`src/hw/rtl/assert_macros.svh`:
```
// Assertion macros used by the RTL of the mailbox store.
`ifndef ASSERT_MACROS_SVH
`define ASSERT_MACROS_SVH
`ifndef NO_ASSERTIONS
`define ASSERT_CLK(lbl, clk, rstn, prop, msg) \
  lbl: assert property (@(posedge clk) disable iff (!(rstn)) (prop)) else $error(msg);
`define ASSERT_NEVER(lbl, clk, rstn, cond, msg) \
  lbl: assert property (@(posedge clk) disable iff (!(rstn)) !(cond)) else $error(msg);
`else
`define ASSERT_CLK(lbl, clk, rstn, prop, msg)
`define ASSERT_NEVER(lbl, clk, rstn, cond, msg)
`endif
`endif

```
`src/hw/rtl/mmbox_pkg.sv`:
```
// Types and constants of the message mailbox store.
package mmbox_pkg;

  localparam int unsigned CFG_BITS = 6;
  localparam int unsigned STATUS_BITS = 2;

  typedef enum logic {
    CMD_SEND = 1'b0,
    CMD_RECV = 1'b1
  } cmd_e;

  typedef enum logic [STATUS_BITS-1:0] {
    ST_OK      = 2'd0,
    ST_FULL    = 2'd1,
    ST_NOMATCH = 2'd2
  } status_e;

  typedef enum logic {
    FSM_IDLE = 1'b0,
    FSM_SCAN = 1'b1
  } fsm_e;

endpackage

```
`src/hw/rtl/mmbox_cell.sv`:
```
// One message slot of the rotating slot ring.
module mmbox_cell #(
  parameter int unsigned ID_BITS      = 6,
  parameter int unsigned PAYLOAD_BITS = 32
) (
  input  logic                    clk_i,
  input  logic                    rst_ni,
  input  logic                    shift_i,
  input  logic                    used_i,
  input  logic [ID_BITS-1:0]      dest_i,
  input  logic [ID_BITS-1:0]      src_i,
  input  logic [PAYLOAD_BITS-1:0] payload_i,
  output logic                    used_o,
  output logic [ID_BITS-1:0]      dest_o,
  output logic [ID_BITS-1:0]      src_o,
  output logic [PAYLOAD_BITS-1:0] payload_o
);

  logic                    used_q;
  logic [ID_BITS-1:0]      dest_q;
  logic [ID_BITS-1:0]      src_q;
  logic [PAYLOAD_BITS-1:0] payload_q;

  always_ff @(posedge clk_i or negedge rst_ni) begin
    if (!rst_ni) begin
      used_q <= 1'b0;
    end else if (shift_i) begin
      used_q <= used_i;
    end
  end

  // Slot contents are only looked at while the used flag is set.
  always_ff @(posedge clk_i) begin
    if (shift_i) begin
      dest_q    <= dest_i;
      src_q     <= src_i;
      payload_q <= payload_i;
    end
  end

  assign used_o    = used_q;
  assign dest_o    = dest_q;
  assign src_o     = src_q;
  assign payload_o = payload_q;

endmodule

```
`src/hw/rtl/message_mailbox_store.sv`:
```
// A command is taken only while idle; busy is held through its scan, in which the slots sit in
// a ring of cells that rotates once around, one slot a cycle past a single head check. The result
// strobe is registered from the last step of the scan; start may be raised in the strobe cycle.
// Reset clears all used flags, the message count and the interrupt source id (all ones).
`include "assert_macros.svh"

module message_mailbox_store #(
  parameter int unsigned SLOTS        = 64,
  parameter int unsigned ID_BITS      = 6,
  parameter int unsigned PAYLOAD_BITS = 32
) (
  input  logic                                 clk_i,
  input  logic                                 rst_ni,
  input  logic                                 start,
  output logic                                 busy,
  input  logic                                 command_i,
  input  logic [ID_BITS-1:0]                   thread_id_i,
  input  logic [ID_BITS-1:0]                   peer_id_i,
  input  logic                                 any_source_i,
  input  logic                                 from_interrupt_i,
  input  logic [PAYLOAD_BITS-1:0]              payload_in_i,
  input  logic                                 cfg_we_i,
  input  logic [mmbox_pkg::CFG_BITS-1:0]       cfg_wdata_i,
  output logic                                 result_valid_o,
  output logic [mmbox_pkg::STATUS_BITS-1:0]    status_o,
  output logic [ID_BITS-1:0]                   source_out_o,
  output logic [PAYLOAD_BITS-1:0]              payload_out_o,
  output logic [$clog2(SLOTS+1)-1:0]           stored_count_o
);

  import mmbox_pkg::*;

  localparam int unsigned STEP_W = $clog2(SLOTS);
  localparam int unsigned CNT_W  = $clog2(SLOTS + 1);
  localparam logic [STEP_W-1:0] LAST_STEP = STEP_W'(SLOTS - 1);

  fsm_e state_q, state_d;
  logic shift_en, last_step;

  logic [STEP_W-1:0]        step_q, step_d;
  logic [CNT_W-1:0]         count_q, count_d;
  logic [CFG_BITS-1:0]      irq_src_q;

  cmd_e                     cmd_q;
  logic [ID_BITS-1:0]       thread_q, peer_q, send_src_q;
  logic                     any_q;
  logic [PAYLOAD_BITS-1:0]  pay_q;
  logic                     found_q, found_d;
  logic [ID_BITS-1:0]       rsrc_q, rsrc_d;
  logic [PAYLOAD_BITS-1:0]  rpay_q, rpay_d;

  logic                     valid_q;
  logic [STATUS_BITS-1:0]   status_q;
  logic [ID_BITS-1:0]       src_out_q;
  logic [PAYLOAD_BITS-1:0]  pay_out_q;

  logic                     cell_used [SLOTS];
  logic [ID_BITS-1:0]       cell_dest [SLOTS];
  logic [ID_BITS-1:0]       cell_src  [SLOTS];
  logic [PAYLOAD_BITS-1:0]  cell_pay  [SLOTS];

  logic                     ring_used;
  logic [ID_BITS-1:0]       ring_dest, ring_src;
  logic [PAYLOAD_BITS-1:0]  ring_pay;
  logic                     send_hit, recv_hit;

  logic accept;
  assign accept = start && !busy;

  // Slot ring: each cell takes its upper neighbor; the top cell takes the head after the check.
  for (genvar i = 0; i < SLOTS; i++) begin : g_cell
    if (i == SLOTS - 1) begin : g_top
      mmbox_cell #(.ID_BITS(ID_BITS), .PAYLOAD_BITS(PAYLOAD_BITS)) u_cell (
        .clk_i     (clk_i),
        .rst_ni    (rst_ni),
        .shift_i   (shift_en),
        .used_i    (ring_used),
        .dest_i    (ring_dest),
        .src_i     (ring_src),
        .payload_i (ring_pay),
        .used_o    (cell_used[i]),
        .dest_o    (cell_dest[i]),
        .src_o     (cell_src[i]),
        .payload_o (cell_pay[i])
      );
    end else begin : g_mid
      mmbox_cell #(.ID_BITS(ID_BITS), .PAYLOAD_BITS(PAYLOAD_BITS)) u_cell (
        .clk_i     (clk_i),
        .rst_ni    (rst_ni),
        .shift_i   (shift_en),
        .used_i    (cell_used[i+1]),
        .dest_i    (cell_dest[i+1]),
        .src_i     (cell_src[i+1]),
        .payload_i (cell_pay[i+1]),
        .used_o    (cell_used[i]),
        .dest_o    (cell_dest[i]),
        .src_o     (cell_src[i]),
        .payload_o (cell_pay[i])
      );
    end
  end

  // Head check: the first qualifying slot in index order is claimed or freed.
  always_comb begin
    send_hit = (cmd_q == CMD_SEND) && !cell_used[0] && !found_q;
    recv_hit = (cmd_q == CMD_RECV) && cell_used[0] && !found_q &&
               (cell_dest[0] == thread_q) && (any_q || (cell_src[0] == peer_q));
    ring_used = send_hit ? 1'b1 : (recv_hit ? 1'b0 : cell_used[0]);
    ring_dest = send_hit ? peer_q     : cell_dest[0];
    ring_src  = send_hit ? send_src_q : cell_src[0];
    ring_pay  = send_hit ? pay_q      : cell_pay[0];
    found_d   = found_q || send_hit || recv_hit;
    rsrc_d    = recv_hit ? cell_src[0] : rsrc_q;
    rpay_d    = recv_hit ? cell_pay[0] : rpay_q;
  end

  assign last_step = (step_q == LAST_STEP);

  always_comb begin
    state_d = state_q;
    case (state_q)
      FSM_IDLE: if (accept) state_d = FSM_SCAN;
      FSM_SCAN: if (last_step) state_d = FSM_IDLE;
      default:  state_d = FSM_IDLE;
    endcase
  end

  always_comb begin
    busy     = 1'b0;
    shift_en = 1'b0;
    case (state_q)
      FSM_IDLE: begin
        busy = 1'b0;
      end
      FSM_SCAN: begin
        busy     = 1'b1;
        shift_en = 1'b1;
      end
      default: begin
        busy = 1'b1;
      end
    endcase
  end

  always_comb begin
    step_d  = shift_en ? (last_step ? '0 : step_q + STEP_W'(1)) : step_q;
    count_d = count_q;
    if (shift_en && last_step) begin
      if (cmd_q == CMD_SEND && found_d) begin
        count_d = count_q + CNT_W'(1);
      end else if (cmd_q == CMD_RECV && found_d && count_q != '0) begin
        count_d = count_q - CNT_W'(1);
      end
    end
  end

  always_ff @(posedge clk_i or negedge rst_ni) begin
    if (!rst_ni) begin
      state_q   <= FSM_IDLE;
      step_q    <= '0;
      count_q   <= '0;
      irq_src_q <= '1;
      found_q   <= 1'b0;
      valid_q   <= 1'b0;
    end else begin
      state_q <= state_d;
      step_q  <= step_d;
      count_q <= count_d;
      valid_q <= shift_en && last_step;
      if (cfg_we_i) begin
        irq_src_q <= cfg_wdata_i;
      end
      if (accept) begin
        found_q <= 1'b0;
      end else if (shift_en) begin
        found_q <= found_d;
      end
    end
  end

  // Command beat and result payload registers.
  always_ff @(posedge clk_i) begin
    if (accept) begin
      cmd_q      <= cmd_e'(command_i);
      thread_q   <= thread_id_i;
      peer_q     <= peer_id_i;
      any_q      <= any_source_i;
      pay_q      <= payload_in_i;
      send_src_q <= from_interrupt_i ? ID_BITS'(irq_src_q) : thread_id_i;
      rsrc_q     <= '0;
      rpay_q     <= '0;
    end else if (shift_en) begin
      rsrc_q <= rsrc_d;
      rpay_q <= rpay_d;
    end
    if (shift_en && last_step) begin
      if (found_d) begin
        status_q <= ST_OK;
      end else if (cmd_q == CMD_SEND) begin
        status_q <= ST_FULL;
      end else begin
        status_q <= ST_NOMATCH;
      end
      src_out_q <= rsrc_d;
      pay_out_q <= rpay_d;
    end
  end

  assign result_valid_o = valid_q;
  assign status_o       = status_q;
  assign source_out_o   = src_out_q;
  assign payload_out_o  = pay_out_q;
  assign stored_count_o = count_q;

  `ASSERT_CLK(a_result_when_idle, clk_i, rst_ni, result_valid_o |-> !busy, "result strobe while busy")
  `ASSERT_CLK(a_start_makes_busy, clk_i, rst_ni, accept |=> busy, "accepted command did not start a scan")
  `ASSERT_NEVER(a_count_bound, clk_i, rst_ni, count_q > CNT_W'(SLOTS), "message count above slot count")
  `ASSERT_CLK(a_full_means_all_used, clk_i, rst_ni, (result_valid_o && status_o == ST_FULL) |-> (stored_count_o == CNT_W'(SLOTS)), "store full reported with free slots")

endmodule
```
`config.mk`:
```
export PLATFORM = sky130hd
export DESIGN_NAME = message_mailbox_store
export DESIGN_NICKNAME = d
export VERILOG_FILES = /design/src/hw/rtl/mmbox_pkg.sv /design/src/hw/rtl/mmbox_cell.sv /design/src/hw/rtl/message_mailbox_store.sv
export VERILOG_INCLUDE_DIRS = /design/src /design/src/hw/rtl
export SDC_FILE = /design/constraint.sdc
export NUM_CORES = 2
export LEC_CHECK = 0
export ABC_AREA = 1
export BUFFER_PORTS_ARGS = -buffer_cell sky130_fd_sc_hd__buf_4
export CORE_MARGIN = 3
export CORE_UTILIZATION = 50
export CTS_CLUSTER_SIZE = 20
export DETAILED_ROUTE_END_ITERATION = 8
export PLACE_DENSITY = 0.65
export SLEW_MARGIN = 20
export SYNTH_ARGS = -nofsm -noshare
export SYNTH_HDL_FRONTEND = slang
export SYNTH_SLANG_ARGS = --single-unit
```
`constraint.sdc`:
```
create_clock -name clk_i -period 121.4 [get_ports clk_i]
set_input_delay 12.14 -clock clk_i [delete_from_list [all_inputs] [get_ports clk_i]]
set_output_delay 12.14 -clock clk_i [all_outputs]
set_load 0.02 [all_outputs]
```
Yosys cells after proc, flatten, opt, wreduce, memory -nomap -nowiden
Index checks and enable logic that the tools add are counted.

Logic and storage cells: 321. Register bits: 3032. Output and inout port bits: 49.

Add/subtract/negate cells: 3. Reductions and logical operators: 21. Bitwise gates (word level): 2. Multiplexer cells: 19. Equal/unequal tests: 3.

Operators with widths (count): $mux W32 (2); $mux W6 (5); $mux W7 (2); $eq A6 B6 Y1 (2); $logic_and A1 B1 Y1 (11); $add A7 B1 Y7 const B (1); $mux W1 (7); $reduce_bool A7 Y1 (1); $sub A7 B1 Y7 const B (1); $add A6 B1 Y6 const B (1); $eq A6 B6 Y1 const B (1); $pmux W1 S2 (2); $reduce_bool A2 Y1 (2); $logic_not A1 Y1 (3); $logic_or A1 B1 Y1 (3); $mux W2 (1); $not A1 Y1 (2); $reduce_and A2 Y1 (1).

Depth between registers and ports, before layout
Depth in word-level cells: 9. Depth in mapped cells: 12.

Hierarchy
Synthesis repeated with hierarchy kept, for this count alone.

Cells, all modules: 3914. Area, all modules: 94033.9 um^2.

Modules (own cells, without submodules): mmbox_cell (instances 64, cells each 49, area an instance 1361.3 um^2, seq. area each 1346.3 um^2); message_mailbox_store (instances 1, cells each 778, area an instance 6910.4 um^2, seq. area each 4081.4 um^2).

Worst setup path after synthesis
No wires, ideal clock.

Path kind: register to output. Start: register state_q. End: output port busy. Data arrival time: 57588 ps. Slack: 51672 ps. Buffers on the path: 0. Stages on the path, launching flop included: 1. Path through: dfrtp_1.

Longest elaborated chain between the ends: 2.

RTL lines: start: declaration (RTL line message_mailbox_store.sv:37) `fsm_e state_q, state_d;`; start signal: assignment (RTL line message_mailbox_store.sv:166) `state_q <= state_d;`; $not A1 Y1; $pmux W1 S2 (*) (RTL line message_mailbox_store.sv:131) `case (state_q)`; end: declaration (RTL line message_mailbox_store.sv:15) `output logic busy,`.

Every way passes the cells marked *; elsewhere a longest branch is shown, timed or not.

Final worst setup path
Ends and elaborated chain as after synthesis.

==> out/qor.yml <==
start_util_pct: 50.33
drive_gt1_share_pct: 13.20
final_util_pct: 57.75
ys_types: 33
regArea_sq_mm: 0.09025
hold_viol: 0
synth_edf_count: 2908
grt-ovfl-total: 0
multi_input_area_sq_mm: 0.002760
synth-main-ff-cell: "edfxtp_1"
setup-tns-final_ns: 0
grt_first_pass_wirelength_microns: 189900
comb_power_share_pct: 4.4
leakagePower_uw: 0.03929
synth_area_leaders: "edfxtp_1 93%, dfrtp_1 2.1%, nand2_1 1.6%, dfxtp_1 0.81%, o21ai_0 0.28%"
cts_setup_buffers: 0
synth_top_cell_by_area: "edfxtp_1"
power_uw: 3052
syn2layout_area_growth_pct: 14.74
switchingPower_uw: 637.4
whs_path_depth: 0
place_congestion: 0.7586
critPathTopFamily: "flip-flops"
min_period_ns: 13.86
worst_pin_slew_ns: 1.170
nFillCells: 12970
die_area_sq_mm: 0.1921
numCtsBuffers: 308
netlist_area_sq_mm: 0.09343
synth_nets: 3841
skew_ns: 0.07057
synthTopCellsByCount: "2908 x edfxtp_1, 394 x nand2_1, 80 x dfrtp_1"
cts-root-buf: "clkbuf_16"
maxCapViolations: 0
wirelength_microns: 120700
vias: 33440
grt_max_degree: 214
crit_start: "state_q"
cp_slowest_stage_delay_ns: 0.60
cp-end-kind: "output port"
cts_num_sinks: 3032
die_w_microns: 438.3
fin_hold_ws_ns: 0.3630
ctsLongestPathBuffers: 4
cts.htree.levels: 5
rr_endpoint: "g_cell[63].g_top.u_cell.payload_o[26]"
row_count: 158
required_ns: 109.26
fin_crit_sh_pct: 11.41
first_pass_iters: 7
dp_hpwl_microns: 59250
rsz0062_at_grt: "false"
synth_most_common_cell: "edfxtp_1"
cts_hold_buffers: 0
swShare_pct: 20.89
cp-start-kind: "flip-flop"
drc_errors: 0
ant_nets: 0
io_buffer_count: 105
slew_violations: 0
path_buf_inv: 1
power_frac_clock_pct: 29.4
yosys_warnings: 0
crit_type: "reg -> out"
grt_use_total_pct: 12.68
slowest_stage: "dfrtp_4"
clk_pin_slew_ns: 0.06
fp.coreArea_sq_mm: 0.1856
postCtsResizedCells: 0
yosysSeqAreaShare_pct: 96.59
cp-endpoint: "busy"
layout.nets: 4250
reg2reg_depth: 7
antenna_found_initial: 4
die_y_microns: 438.3
grt_pass1_vias: 32790
reg2reg_from: "state_q"
reg2reg_setup_slack_ns: 114.48
peakVddDrop_uv: 14.47
ios: 106
path_depth: 1
drtIter0Drc: 3638
worstPathArrival_ns: 1.72
path_max_fanout: 6
syn_inst: 3777
fmaxAchievable_ghz: 0.07217
ys_seq_elements: 3032
seq_power_share_pct: 66.2
status: "finished, final reports clean"
power.density_mw_per_mm2: 28.47
synth_top_area_share_pct: 93.47
synthArstFlopShare_pct: 2.836
cp_cell_sequence: "buf_4"
wl_per_cell_microns: 17.52
p_int_uw: 2414
hold_class: "reg -> reg"
syn_area_per_cell_sq_um: 24.74
relSlewSlack_pct: 21.99
via_per_inst: 4.853
cts_tree: "built"
setup_violations: 0
clk_latency_ns: 0.89
[cells by family after synthesis]
family / count (synthesis) / synth area share [%]
adders and majority gates: 7 / 0.1018
xor gates and xnor gates: 8 / 0.07499
muxes: 1 / 0.01205
and+or+nand+nor: 509 / 2.165
AOI/OAI and AO/OA: 105 / 0.5732
DFF: 3032 / 96.59
buffers and inverters: 115 / 0.4808
[cell type report]
cell class	instances	area share, %
clock buffer	377	7.696
timing repair buffer	144	1.115
sequential	3032	84.19
clock inverter	156	1.283
multi-input combinational	630	2.575
antenna	1	0.002334
inverter	70	0.2451
tap	2480	2.895
[state kept, by name, indices dropped and copies added, names as in the netlist, 7 cells and up]
signal	flops
g_cell.g_mid.u_cell.used_o	63
stored_count_o	7
rpay_q	32
g_cell.g_top.u_cell.payload_o	32
g_cell.g_mid.u_cell.payload_o	2016
payload_out_o	32
g_cell.g_mid.u_cell.src_o	378
pay_q	32
g_cell.g_mid.u_cell.dest_o	378
[placed cells by master, fill, tap and decap left out, types with 38 or more instances in the layout]
master / n
a21oi_1: 43
buf_4: 132
clkbuf_1: 53
clkbuf_16: 319
clkinv_1: 61
clkinv_2: 51
dfrtp_1: 79
dfxtp_1: 38
edfxtp_1: 2908
inv_1: 68
nand2_1: 393
nand3_1: 39
nor2_1: 53
o21ai_0: 53
[power groups by stage]
stage                     logic [uW]  registers, uW  clock network (uW)
after floorplan                 43.7           2400                   0
after global placement           132           2030                   0
after detailed placement         136           2040                   0
after CTS                        136           2040                 928
after global routing             151           2080                 970
final                            134           2020                 898
[routing by layer]
metal,vias up,share of wire [%],wire [microns],track usage (%)
met2,710,43,51610,16.64
met3,322,5.2,6256,2.949
li1,15480,-,-,-
met5,-,0,0,0
met4,0,4.1,4959,5.845
met1,16930,48,57900,20.18
[worst min-delay path by stage]
stage	start	to	slack, ns
after floorplan	g_cell[1].g_mid.u_cell.dest_o[0]	g_cell[0].g_mid.u_cell.dest_o[0]	0.40
after global placement	g_cell[49].g_mid.u_cell.dest_o[0]	g_cell[48].g_mid.u_cell.dest_o[0]	0.40
after detailed placement	g_cell[11].g_mid.u_cell.payload_o[30]	g_cell[10].g_mid.u_cell.payload_o[30]	0.40
after CTS	g_cell[24].g_mid.u_cell.payload_o[25]	g_cell[23].g_mid.u_cell.payload_o[25]	0.36
after global routing	g_cell[17].g_mid.u_cell.src_o[4]	g_cell[16].g_mid.u_cell.src_o[4]	0.37
final	g_cell[17].g_mid.u_cell.src_o[4]	g_cell[16].g_mid.u_cell.src_o[4]	0.36
[per-stage QoR]
step / instances / instance area, sq um / setup WS [ns]
2_1_floorplan: 3777 / 93430 / 51.67
3_3_place_gp: 6354 / 97500 / 107.57
3_5_place_dp: 6354 / 97500 / 107.50
4_1_cts: 6887 / 107100 / 107.40
5_1_grt: 6890 / 107200 / 107.43
6_report: 6890 / 107200 / 107.54
(Power assumes the default switching activity.)
